==> config.mk <==
export PLATFORM = sky130hd
export DESIGN_NAME = base64url_codec_core
export DESIGN_NICKNAME = d
export VERILOG_FILES = /design/src/rtl/b64u_pkg.sv /design/src/rtl/b64u_front.sv /design/src/rtl/b64u_queue.sv /design/src/rtl/b64u_back.sv /design/src/rtl/base64url_codec_core.sv
export VERILOG_INCLUDE_DIRS = /design/src /design/src/rtl
export SDC_FILE = /design/constraint.sdc
export NUM_CORES = 1
export LEC_CHECK = 0
export BUFFER_PORTS_ARGS = -buffer_cell sky130_fd_sc_hd__buf_2
export CORE_MARGIN = 2
export CORE_UTILIZATION = 60
export CTS_CLUSTER_DIAMETER = 40
export DETAILED_ROUTE_END_ITERATION = 6
export PLACE_DENSITY = 0.85
export SLEW_MARGIN = 30
export SYNTH_ARGS = -nofsm -noshare
export SYNTH_HDL_FRONTEND = slang
export SYNTH_SLANG_ARGS = --single-unit
export TNS_END_PERCENT = 30
==> constraint.sdc <==
create_clock -name clk -period 11.5 [get_ports clk]
set_clock_uncertainty 0.2 [all_clocks]
set_input_delay 1.725 -clock clk [delete_from_list [all_inputs] [get_ports clk]]
set_output_delay 1.725 -clock clk [all_outputs]
set_load 0.01 [all_outputs]
==> src/rtl/base64url_codec_core_assert.svh <==
// ----------------------------------------------------------------------------
// base64url codec assertion macros
// Concurrent assertion helpers, empty in synthesis builds.
// ----------------------------------------------------------------------------
`ifndef BASE64URL_CODEC_CORE_ASSERT_SVH
`define BASE64URL_CODEC_CORE_ASSERT_SVH

`ifndef SYNTHESIS
// property must hold at every clock edge outside reset
`define B64U_ASSERT(lbl, clock, reset_n, prop) \
    lbl: assert property (@(posedge clock) disable iff (!reset_n) (prop)) \
        else $error("b64u assertion failed");
// condition must never be true outside reset
`define B64U_ASSERT_NEVER(lbl, clock, reset_n, cond) \
    lbl: assert property (@(posedge clock) disable iff (!reset_n) !(cond)) \
        else $error("b64u forbidden condition seen");
`else
`define B64U_ASSERT(lbl, clock, reset_n, prop)
`define B64U_ASSERT_NEVER(lbl, clock, reset_n, cond)
`endif

`endif

==> src/rtl/b64u_pkg.sv <==
// ----------------------------------------------------------------------------
// b64u_pkg
// Shared types and alphabet helpers for the base64url codec.
// ----------------------------------------------------------------------------
package b64u_pkg;

    // input item
    typedef struct packed {
        logic [7:0] data_byte;
        logic       last_in;
    } in_item_t;

    // result item
    typedef struct packed {
        logic [7:0] out_byte;
        logic       has_data;
        logic       bad_char;
        logic       end_of_message;
    } out_item_t;

    // kind of work handed from front to back
    typedef enum logic [1:0] {
        KIND_ENC = 2'd0,
        KIND_DEC = 2'd1,
        KIND_BAD = 2'd2,
        KIND_END = 2'd3
    } work_kind_t;

    // one queued job: up to four results taken from a 24-bit group
    typedef struct packed {
        work_kind_t  kind;
        logic [23:0] value;
        logic [1:0]  last_idx;
        logic        eom;
    } work_t;

    // decoded character
    typedef struct packed {
        logic       bad;
        logic [5:0] value;
    } sextet_t;

    localparam logic [7:0] CHAR_UPPER_A = 8'h41;
    localparam logic [7:0] CHAR_UPPER_Z = 8'h5a;
    localparam logic [7:0] CHAR_LOWER_A = 8'h61;
    localparam logic [7:0] CHAR_LOWER_Z = 8'h7a;
    localparam logic [7:0] CHAR_DIGIT_0 = 8'h30;
    localparam logic [7:0] CHAR_DIGIT_9 = 8'h39;
    localparam logic [7:0] CHAR_DASH    = 8'h2d;
    localparam logic [7:0] CHAR_USCORE  = 8'h5f;

    // 6-bit value to alphabet character
    function automatic logic [7:0] sextet_to_char(logic [5:0] v);
        logic [7:0] c;
        if (v < 6'd26)
            c = CHAR_UPPER_A + {2'b00, v};
        else if (v < 6'd52)
            c = CHAR_LOWER_A + {2'b00, v - 6'd26};
        else if (v < 6'd62)
            c = CHAR_DIGIT_0 + {2'b00, v - 6'd52};
        else if (v == 6'd62)
            c = CHAR_DASH;
        else
            c = CHAR_USCORE;
        return c;
    endfunction

    // alphabet character to 6-bit value, bad flag for anything else
    function automatic sextet_t char_to_sextet(logic [7:0] c);
        sextet_t r;
        r.bad   = 1'b0;
        r.value = 6'd0;
        case (c) inside
            [CHAR_UPPER_A:CHAR_UPPER_Z]: r.value = 6'(c - CHAR_UPPER_A);
            [CHAR_LOWER_A:CHAR_LOWER_Z]: r.value = 6'(c - CHAR_LOWER_A + 8'd26);
            [CHAR_DIGIT_0:CHAR_DIGIT_9]: r.value = 6'(c - CHAR_DIGIT_0 + 8'd52);
            CHAR_DASH:                   r.value = 6'd62;
            CHAR_USCORE:                 r.value = 6'd63;
            default:                     r.bad   = 1'b1;
        endcase
        return r;
    endfunction

endpackage

==> src/rtl/b64u_front.sv <==
// ----------------------------------------------------------------------------
// b64u_front
// Takes input transfers, tracks group state and queues one job per group or bad character.
// ----------------------------------------------------------------------------
module b64u_front (
    input  logic                clk,
    input  logic                rst_n,
    input  logic                cfg_wr_en,
    input  logic                cfg_wr_data,
    input  logic                accept,
    input  b64u_pkg::in_item_t  in_data,
    output logic                work_push,
    output b64u_pkg::work_t     work_data
);

    logic        mode_reg,    mode_next;
    logic [1:0]  phase_reg,   phase_next;
    logic [17:0] held_reg,    held_next;
    logic        discard_reg, discard_next;

    logic             last;
    logic [7:0]       b;
    b64u_pkg::sextet_t s;

    assign b    = in_data.data_byte;
    assign last = in_data.last_in;
    assign s    = b64u_pkg::char_to_sextet(b);

    // group bookkeeping and job building
    always_comb
    begin
        mode_next          = mode_reg;
        phase_next         = phase_reg;
        held_next          = held_reg;
        discard_next       = discard_reg;
        work_push          = 1'b0;
        work_data.kind     = b64u_pkg::KIND_ENC;
        work_data.value    = 24'd0;
        work_data.last_idx = 2'd0;
        work_data.eom      = last;

        if (cfg_wr_en)
        begin
            mode_next    = cfg_wr_data;
            phase_next   = 2'd0;
            held_next    = 18'd0;
            discard_next = 1'b0;
        end
        else if (accept)
        begin
            if (discard_reg)
            begin
                // drop rest of a bad message
                if (last)
                    discard_next = 1'b0;
            end
            else if (mode_reg)
            begin
                // encode: three bytes per group
                work_data.kind = b64u_pkg::KIND_ENC;
                case (phase_reg)
                    2'd0:
                    begin
                        held_next  = {10'd0, b};
                        phase_next = 2'd1;
                        if (last)
                        begin
                            work_push          = 1'b1;
                            work_data.value    = {b, 16'd0};
                            work_data.last_idx = 2'd1;
                        end
                    end
                    2'd1:
                    begin
                        held_next  = {2'd0, held_reg[7:0], b};
                        phase_next = 2'd2;
                        if (last)
                        begin
                            work_push          = 1'b1;
                            work_data.value    = {held_reg[7:0], b, 8'd0};
                            work_data.last_idx = 2'd2;
                        end
                    end
                    default:
                    begin
                        work_push          = 1'b1;
                        work_data.value    = {held_reg[15:0], b};
                        work_data.last_idx = 2'd3;
                    end
                endcase
                if (work_push)
                begin
                    phase_next = 2'd0;
                    held_next  = 18'd0;
                end
            end
            else if (s.bad)
            begin
                // decode: character outside the alphabet
                work_push          = 1'b1;
                work_data.kind     = b64u_pkg::KIND_BAD;
                work_data.eom      = 1'b1;
                phase_next         = 2'd0;
                held_next          = 18'd0;
                discard_next       = !last;
            end
            else
            begin
                // decode: four characters per group
                work_data.kind = b64u_pkg::KIND_DEC;
                case (phase_reg)
                    2'd0:
                    begin
                        held_next  = {12'd0, s.value};
                        phase_next = 2'd1;
                        if (last)
                        begin
                            work_push      = 1'b1;
                            work_data.kind = b64u_pkg::KIND_END;
                        end
                    end
                    2'd1:
                    begin
                        held_next  = {6'd0, held_reg[5:0], s.value};
                        phase_next = 2'd2;
                        if (last)
                        begin
                            work_push          = 1'b1;
                            work_data.value    = {held_reg[5:0], s.value, 12'd0};
                            work_data.last_idx = 2'd0;
                        end
                    end
                    2'd2:
                    begin
                        held_next  = {held_reg[11:0], s.value};
                        phase_next = 2'd3;
                        if (last)
                        begin
                            work_push          = 1'b1;
                            work_data.value    = {held_reg[11:0], s.value, 6'd0};
                            work_data.last_idx = 2'd1;
                        end
                    end
                    default:
                    begin
                        work_push          = 1'b1;
                        work_data.value    = {held_reg[17:0], s.value};
                        work_data.last_idx = 2'd2;
                    end
                endcase
                if (work_push)
                begin
                    phase_next = 2'd0;
                    held_next  = 18'd0;
                end
            end
        end
    end

    // state registers
    always_ff @(posedge clk or negedge rst_n)
    begin
        if (!rst_n)
        begin
            mode_reg    <= 1'b1;
            phase_reg   <= 2'd0;
            held_reg    <= 18'd0;
            discard_reg <= 1'b0;
        end
        else
        begin
            mode_reg    <= mode_next;
            phase_reg   <= phase_next;
            held_reg    <= held_next;
            discard_reg <= discard_next;
        end
    end

endmodule

==> src/rtl/b64u_queue.sv <==
// ----------------------------------------------------------------------------
// b64u_queue
// Small job queue between the front and back halves.
// ----------------------------------------------------------------------------
`include "base64url_codec_core_assert.svh"

module b64u_queue #(
    parameter int DEPTH = 2
) (
    input  logic            clk,
    input  logic            rst_n,
    input  logic            push,
    input  b64u_pkg::work_t push_data,
    output logic            full,
    input  logic            pop,
    output b64u_pkg::work_t head,
    output logic            empty
);

    localparam int PtrW = (DEPTH > 1) ? $clog2(DEPTH) : 1;
    localparam int CntW = $clog2(DEPTH + 1);
    localparam logic [PtrW-1:0] LastPtr = PtrW'(DEPTH - 1);
    localparam logic [CntW-1:0] FullCnt = CntW'(DEPTH);

    b64u_pkg::work_t mem_reg [DEPTH];

    logic [PtrW-1:0] wr_ptr_reg, wr_ptr_next;
    logic [PtrW-1:0] rd_ptr_reg, rd_ptr_next;
    logic [CntW-1:0] count_reg,  count_next;

    assign full  = (count_reg == FullCnt);
    assign empty = (count_reg == '0);
    assign head  = mem_reg[rd_ptr_reg];

    // pointer and count update
    always_comb
    begin
        wr_ptr_next = wr_ptr_reg;
        rd_ptr_next = rd_ptr_reg;
        count_next  = count_reg;
        if (push)
            wr_ptr_next = (wr_ptr_reg == LastPtr) ? '0 : wr_ptr_reg + 1'b1;
        if (pop)
            rd_ptr_next = (rd_ptr_reg == LastPtr) ? '0 : rd_ptr_reg + 1'b1;
        if (push && !pop)
            count_next = count_reg + 1'b1;
        else if (pop && !push)
            count_next = count_reg - 1'b1;
    end

    // control registers
    always_ff @(posedge clk or negedge rst_n)
    begin
        if (!rst_n)
        begin
            wr_ptr_reg <= '0;
            rd_ptr_reg <= '0;
            count_reg  <= '0;
        end
        else
        begin
            wr_ptr_reg <= wr_ptr_next;
            rd_ptr_reg <= rd_ptr_next;
            count_reg  <= count_next;
        end
    end

    // job storage
    always_ff @(posedge clk)
    begin
        if (push)
            mem_reg[wr_ptr_reg] <= push_data;
    end

    `B64U_ASSERT_NEVER(a_push_when_full, clk, rst_n, push && full && !pop)
    `B64U_ASSERT_NEVER(a_pop_when_empty, clk, rst_n, pop && empty)
    `B64U_ASSERT(a_count_bounded, clk, rst_n, count_reg <= FullCnt)

endmodule

==> src/rtl/b64u_back.sv <==
// ----------------------------------------------------------------------------
// b64u_back
// Expands queued jobs into results, one per cycle while the output register is empty or popped.
// ----------------------------------------------------------------------------
`include "base64url_codec_core_assert.svh"

module b64u_back (
    input  logic                clk,
    input  logic                rst_n,
    input  b64u_pkg::work_t     q_head,
    input  logic                q_empty,
    output logic                q_pop,
    input  logic                pop,
    output logic                empty,
    output b64u_pkg::out_item_t out_data
);

    logic [1:0]          idx_reg, idx_next;
    logic                out_valid_reg, out_valid_next;
    b64u_pkg::out_item_t out_data_reg;
    b64u_pkg::out_item_t result;
    logic                load;
    logic                done;
    logic [5:0]          sextet;
    logic [7:0]          dec_byte;

    assign empty    = !out_valid_reg;
    assign out_data = out_data_reg;

    assign load  = !q_empty && (!out_valid_reg || pop);
    assign done  = (idx_reg == q_head.last_idx);
    assign q_pop = load && done;

    // field select for the current result
    always_comb
    begin
        case (idx_reg)
            2'd0:    sextet = q_head.value[23:18];
            2'd1:    sextet = q_head.value[17:12];
            2'd2:    sextet = q_head.value[11:6];
            default: sextet = q_head.value[5:0];
        endcase
        case (idx_reg)
            2'd0:    dec_byte = q_head.value[23:16];
            2'd1:    dec_byte = q_head.value[15:8];
            default: dec_byte = q_head.value[7:0];
        endcase
    end

    // result formatting
    always_comb
    begin
        result.out_byte       = 8'd0;
        result.has_data       = 1'b0;
        result.bad_char       = 1'b0;
        result.end_of_message = 1'b1;
        case (q_head.kind)
            b64u_pkg::KIND_ENC:
            begin
                result.out_byte       = b64u_pkg::sextet_to_char(sextet);
                result.has_data       = 1'b1;
                result.end_of_message = q_head.eom && done;
            end
            b64u_pkg::KIND_DEC:
            begin
                result.out_byte       = dec_byte;
                result.has_data       = 1'b1;
                result.end_of_message = q_head.eom && done;
            end
            b64u_pkg::KIND_BAD:
                result.bad_char = 1'b1;
            default:
                result.bad_char = 1'b0;
        endcase
    end

    // result index and output valid
    always_comb
    begin
        idx_next       = idx_reg;
        out_valid_next = out_valid_reg;
        if (load)
        begin
            idx_next       = done ? 2'd0 : idx_reg + 2'd1;
            out_valid_next = 1'b1;
        end
        else if (pop)
            out_valid_next = 1'b0;
    end

    always_ff @(posedge clk or negedge rst_n)
    begin
        if (!rst_n)
        begin
            idx_reg       <= 2'd0;
            out_valid_reg <= 1'b0;
        end
        else
        begin
            idx_reg       <= idx_next;
            out_valid_reg <= out_valid_next;
        end
    end

    // output payload
    always_ff @(posedge clk)
    begin
        if (load)
            out_data_reg <= result;
    end

    `B64U_ASSERT(a_idx_in_job, clk, rst_n, !q_empty |-> idx_reg <= q_head.last_idx)
    `B64U_ASSERT(a_bad_ends_msg, clk, rst_n, out_valid_reg && out_data_reg.bad_char |-> !out_data_reg.has_data && out_data_reg.end_of_message)
    `B64U_ASSERT(a_stall_holds, clk, rst_n, out_valid_reg && !pop |=> out_valid_reg && $stable(out_data_reg))

endmodule

==> src/rtl/base64url_codec_core.sv <==
// A job passes through the job queue and then the output register before its first result shows.
// Throughput: one input transfer per cycle while the job queue has room; one result
// per cycle from the expander if popped: decode 1 char per cycle, encode 3 bytes per 4 results.
// The expander in b64u_back, emitting one result a cycle unless stalled, sets the sustained rate.
// Reset: rst_n clears the queue, the output valid flag and group state; encode mode is selected.
// ----------------------------------------------------------------------------
// base64url_codec_core
// Unpadded base64url encoder/decoder with queue-style ports on both sides.
// ----------------------------------------------------------------------------
module base64url_codec_core #(
    parameter int QUEUE_DEPTH = 2
) (
    input  logic                clk,
    input  logic                rst_n,
    input  logic                cfg_wr_en,
    input  logic                cfg_wr_data,
    input  logic                push,
    output logic                full,
    input  b64u_pkg::in_item_t  in_data,
    output logic                empty,
    input  logic                pop,
    output b64u_pkg::out_item_t out_data
);

    logic            accept;
    logic            work_push;
    b64u_pkg::work_t work_data;
    b64u_pkg::work_t q_head;
    logic            q_full;
    logic            q_empty;
    logic            q_pop;

    // input transfer
    assign full   = q_full;
    assign accept = push && !q_full;

    b64u_front u_front (
        .clk         (clk),
        .rst_n       (rst_n),
        .cfg_wr_en   (cfg_wr_en),
        .cfg_wr_data (cfg_wr_data),
        .accept      (accept),
        .in_data     (in_data),
        .work_push   (work_push),
        .work_data   (work_data)
    );

    b64u_queue #(
        .DEPTH (QUEUE_DEPTH)
    ) u_queue (
        .clk       (clk),
        .rst_n     (rst_n),
        .push      (work_push),
        .push_data (work_data),
        .full      (q_full),
        .pop       (q_pop),
        .head      (q_head),
        .empty     (q_empty)
    );

    b64u_back u_back (
        .clk      (clk),
        .rst_n    (rst_n),
        .q_head   (q_head),
        .q_empty  (q_empty),
        .q_pop    (q_pop),
        .pop      (pop),
        .empty    (empty),
        .out_data (out_data)
    );

endmodule
==> flow_summary.toml, run 1 <==
[run_status]
outcome = "finished clean"

[pwr]
seq_power_share_pct = 32.0
p_int_mw = 0.826
combPwrFrac_pct = 52.7
p_sw_share_pct = 44.5
power_leakage_nw = 2.57
ir_worst_vdd_uv = 177
powerDensity_mw_per_mm2 = 218
pwr-share-clk_pct = 15.3
p_switching_mw = 0.663

[finish]
finish.utilization_pct = 65.8
largest_reg_flops = 58
fin_nets = 684
n_fill_cell = 805
syn_to_final_growth_pct = 5.70
num_antenna_cells = 0
drive_gt1_share_pct = 12.5

[logic_synthesis]
syn_inst = 637
synth_top_area_share_pct = 32.1
ys_seq_elements = 98
synth_largest_area_cell = "edfxtp_1"
synth_nets = 680
yosysSeqAreaShare_pct = 43.4
synth_xor_xnor_area_share_pct = 2.42
synth_area_leaders = "edfxtp_1 32%, dfrtp_1 11%, ha_1 5.4%, a21oi_1 3.1%, nand2_1 3.1%"
synth-compound-area-share_pct = 24.5
synth_top_family_by_area = "compound AO/OA/AOI/OAI gates"
synthAdderAreaFrac_pct = 5.43
synth_top_flop_cell = "edfxtp_1"
ys_types = 84
ys_async_sr_fraction_pct = 29.6
synth_edf_count = 69
avgSynthCellArea_sq_um = 10.1
synthSimpleGateAreaFrac_pct = 13.9
muxShareOfSynthArea_pct = 5.93
netlist_area_sq_mm = 0.00645
yosys_warnings = 0

[setup_path]
cp_cell_sequence = "buf_2 -> inv_1 -> ha_1 -> a21boi_1 -> nand4b_1 -> and4_1 -> nor2_2 -> nor2b_1 -> nor3_1 -> and2_1 -> buf_4"
worst_r2r_path_depth = 13
startpoint_type = "input pin"
endpoint_kind = "flop"
worstReg2RegStart = "u_back.idx_reg[1]"
path_class = "input pin to flop"
timing.rr.end = "u_back.out_data[7]"
cp.arrival_ps = 4900
cp.required_ps = 11350
regToRegSetupSlack_ps = 7200
crit_fanout = 22
slowest_delay_ps = 430
cp_slowest_cell = "nor3_1"

[timing]
setup_tns_ps = 0
setup_viol = 0
fmax_mhz = 198
slew_viol_final = 0
fin_crit_sh_pct = 43.9
slew_headroom_pct = 30.8
rsz0062_at_grt = "false"
fin_crit_ps = 5050
finalHoldViolations = 0
tightest_slew_ps = 1030

[routing]
wl_per_cell_microns = 22.9
drt_pre_antenna_iters = 7
num_vias = 5415
drt_iter0_markers = 534
drtAntennaViolNets = 0
drt-total-wl_mm = 17.9
drc = 0
drt-vias-per-instance = 6.92

[worst_hold_path]
hold_depth = 2
holdPathEnd = "u_back.out_valid_reg"
hold_start = "u_back.out_valid_reg"
hp-class = "flop to flop"

[grt]
met3_usage_pct = 5.93
top_usage_layer = "met2"
grt_pass1_vias = 5096
grt_use_total_pct = 31.7
grt_max_degree = 34
grt_use_met1_pct = 42.8
grt_pass1_wl_mm = 28.0
grt.overflow.total = 0
antenna_found_initial = 0
grt_use_met2_pct = 50.1

[run]
maxCapViolCount = 0

[place]
dpl.hpwl_mm = 12.8
portBuffers = 27
place.gp.congestion = 0.977

[floorplanning]
dieWidth_microns = 108
io_pins = 28
placementRows = 37
fp.dieH_microns = 108
initial_utilization_pct = 62.2
dieArea_sq_mm = 0.0116
core_sq_mm = 0.0104

[clocking]
htreeDepth = 3
postCtsResizedCells = 0
clkSinkCount = 98
cts_tree = "done"
cts_setup_buffers = 0
clk_latency_ps = 390
clockBufferDepth = 2
hold_buffers = 0
cts_root_buffer = "clkbuf_8"
cts_buffers = 9
clkTransAtPathRegs_ps = 110
## metrics by stage
step	power (mW)	std cells	worst slack, ps	hold slack [ps]	cell area, sq um
floorplan	1.08	637	4600	255	6450
global placement	1.23	766	6290	280	6620
detailed placement	1.25	766	6130	298	6620
CTS	1.48	782	6530	329	6820
global route	1.58	782	6260	335	6820
finish	1.49	782	6450	333	6820
## layout by cell type (no fill, tap or decap), drive strengths merged, types with 4 or more instances in the layout
cell / n
nor2: 39
o31ai: 6
mux2: 17
nor3: 14
a311oi: 6
o211ai: 4
o21ai: 27
dfrtp: 28
o221ai: 4
inv: 28
buf: 33
a221oi: 4
a21o: 7
and2: 9
a21oi: 41
nor2b: 13
o22ai: 13
nand2b: 8
clkinv: 4
o41ai: 4
edfxtp: 69
xnor2: 11
nand2: 53
nor3b: 4
and3: 11
a221o: 9
mux2i: 18
a31oi: 11
o21a: 7
xor2: 6
ha: 28
a211oi: 4
a22o: 16
clkbuf: 9
a22oi: 24
nand3: 13
## cell families (layout without fill, tap and decap cells)
logic type	after synthesis	after routing
compound gates	216	216
simple gates	178	178
mux	35	35
xor+xnor	17	17
fa+ha+maj	28	28
buf+inv	65	74
flops	98	98
## worst max-delay path: cells and delay by family
kind                       cells  cell delay [ps]
buffers and inverters          3              760
adders and majority gates      1              300
and+or+nand+nor                6             1890
AOI/OAI and AO/OA              1              210
## power by group through the flow
| stage | Clock [mW] | Combinational [mW] | Sequential, mW |
|---|---|---|---|
| 3_5_place_dp | 0 | 0.765 | 0.484 |
| 5_1_grt | 0.246 | 0.850 | 0.483 |
| 6_report | 0.228 | 0.784 | 0.477 |
| 3_3_place_gp | 0 | 0.752 | 0.481 |
| 2_1_floorplan | 0 | 0.594 | 0.485 |
| 4_1_cts | 0.231 | 0.772 | 0.477 |
## cell usage after synthesis (8+ instances only)
master    number
a22oi_1       24
nand2_1       53
nor2b_1       13
o22ai_1       13
and2_1         9
a21oi_1       40
a22o_1        16
clkbuf_1      28
a221o_1        9
mux2i_1       17
ha_1          28
o21ai_0       22
dfrtp_1       28
edfxtp_1      69
mux2_2        12
xnor2_1       10
nor2_1        38
a31oi_1       10
inv_1         23
nand2b_1       8
nor3_1        14
nand3_1       13
and3_1        10
## area by class of cell
class	count	area (sq um)	area share, %
clock buffers	9	124	1.82
flip-flops and latches	98	2800	41.0
clock inverters	7	76.3	1.12
multi-input cells	474	3380	49.5
inverters	25	95.1	1.39
repair buffers	33	180	2.64
well taps	136	170	2.49
## how the worst max path moves through the flow
stage	startpoint	endpoint	slack, ps	depth (start not counted)
2_1_floorplan	in_data[3]	u_queue.mem_reg[0][0]	4600	10
3_3_place_gp	in_data[3]	u_queue.mem_reg[1][4]	6290	11
3_5_place_dp	in_data[3]	u_queue.mem_reg[1][6]	6130	11
4_1_cts	in_data[3]	u_queue.mem_reg[1][6]	6530	11
5_1_grt	in_data[3]	u_queue.mem_reg[1][5]	6260	11
6_report	in_data[3]	u_queue.mem_reg[1][5]	6450	11
## layer usage
layer	wire length, microns	share of wire (%)
met5	0	0
met4	785	4.4
met3	1630	9.1
met2	8370	47
met1	7090	40
Note: power is estimated with default switching activity, not from simulation.
==> run 2, diff against run 1 <==
Settings changed: CORE_UTILIZATION 60 to 57.
Clock period 11.5 ns to 4.6 ns, I/O delays scaled along.
==> flow_summary.toml, run 2 (synthesis results as in run 1) <==
[floorplanning]
initial_utilization_pct = 59.0
core_sq_mm = 0.0109
placementRows = 38
dieWidth_microns = 110
fp.dieH_microns = 110
io_pins = 28
dieArea_sq_mm = 0.0122

[finish]
largest_reg_flops = 58
syn_to_final_growth_pct = 8.49
fin_area_sq_mm = 0.00700
fin_nets = 690
final_cells = 792
n_fill_cell = 862
layout_common_cells = "69 x edfxtp_1, 53 x nand2_1, 40 x a21oi_1"
num_antenna_cells = 0
final_common_cell = "edfxtp_1"
drive_gt1_share_pct = 13.3

[pwr]
power_leakage_nw = 2.65
powerDensity_mw_per_mm2 = 576
totalPowerFinal_mw = 4.03
ir_worst_vdd_uv = 370

[place]
placed_area_sq_mm = 0.00668
dpl.hpwl_mm = 12.8
place.gp.congestion = 1.03
dpl_worst_slack_ps = 547
placedCellCount = 776
portBuffers = 27

[setup_path]
crit_buf_inv = 1
crit_family = "compound AO/OA/AOI/OAI gates"
cp_cell_sequence = "inv_1 -> ha_1 -> a222oi_1 -> a21boi_2 -> ha_1 -> nand2b_1 -> o22ai_1 -> a31oi_2 -> xnor2_2 -> o31ai_1 -> mux2i_1 -> o311ai_1"
worst_r2r_path_depth = 12
cp.required_ps = 4480
worstReg2RegStart = "u_back.idx_reg[1]"
crit_fanout = 15
cp.arrival_ps = 3970
path_class = "flop to flop"
crit_top_cell = "ha_1"
startpoint_type = "flop"
slowest_delay_ps = 490
regToRegSetupSlack_ps = 510
cp_slowest_cell = "ha_1"
endpoint_kind = "flop"
timing.rr.end = "u_back.out_data[8]"

[timing]
slew_viol_final = 0
rsz0062_at_grt = "false"
timing.final.ws_setup_ps = 511
fin_crit_sh_pct = 88.9
finalHoldViolations = 0
setup_tns_ps = 0
slew_headroom_pct = 35.1
tightest_slew_ps = 955
fmax_mhz = 245
fin_crit_ps = 4090
setup_viol = 0

[clocking]
clockBufferDepth = 2
cts_setup_buffers = 0
hold_buffers = 0
cts_buffers = 9
clk_latency_ps = 350
clkSinkCount = 98
cts_root_buffer = "clkbuf_16"
htreeDepth = 3
postCtsResizedCells = 0
clkTransAtPathRegs_ps = 80
cts_tree = "done"

[grt]
antenna_found_initial = 0
grt_use_total_pct = 31.4
grt_pass1_vias = 5257
grt_max_degree = 34
grt_pass1_wl_mm = 28.8
grt.overflow.total = 0

[routing]
drtAntennaViolNets = 0
wl_per_cell_microns = 22.8
drt-vias-per-instance = 6.97
drt_iter0_markers = 667
drt_pre_antenna_iters = 6
num_vias = 5519
drc = 0
drt-total-wl_mm = 18.0

[run]
maxCapViolCount = 0

[worst_hold_path]
hp-class = "input pin to asynchronous set/reset pin"

[run_status]
outcome = "finished clean"
## run 2: cell type report
class	instances	area, sq um	area share [%]
Clock buffer	9	225	3.22
Clock inverter	7	96.3	1.38
Inverter	25	95.1	1.36
Multi-Input combinational cell	474	3380	48.3
Sequential cell	98	2800	40.0
Tap cell	140	175	2.50
Timing Repair Buffer	39	225	3.22
## run 2: how the worst max path moves through the flow
stage	startpoint	endpoint	slack [ps]	depth (start not counted)
after global routing	u_back.idx_reg[1]	u_back.out_data[8]	240	12
after global placement	in_data[3]	u_queue.mem_reg[1][8]	620	11
after detailed placement	in_data[3]	u_queue.mem_reg[1][4]	550	11
final	u_back.idx_reg[1]	u_back.out_data[8]	510	12
after floorplan	in_data[3]	u_queue.mem_reg[1][0]	590	11
after CTS	u_back.idx_reg[1]	u_back.out_data[8]	590	12
## run 2: metrics by stage
stage                     hold slack [ps]  util [%]
final                                 168      64.0
after global routing                  222      64.0
after CTS                             189      64.0
after detailed placement              301      61.1
after global placement                289      61.1
after floorplan                       194         -
## run 2: layer usage
metal,track usage (%),up-vias,routed length (microns)
met3,6.06,76,1750
met1,41.2,2628,7070
met4,12.9,0,729
li1,-,2470,-
met2,51.1,345,8480
met5,0,-,0
## run 2: report_power, final
part           switching [mW]  internal (mW)
sequential             0.0915           1.12
clock                   0.371          0.440
combinational            1.24          0.767
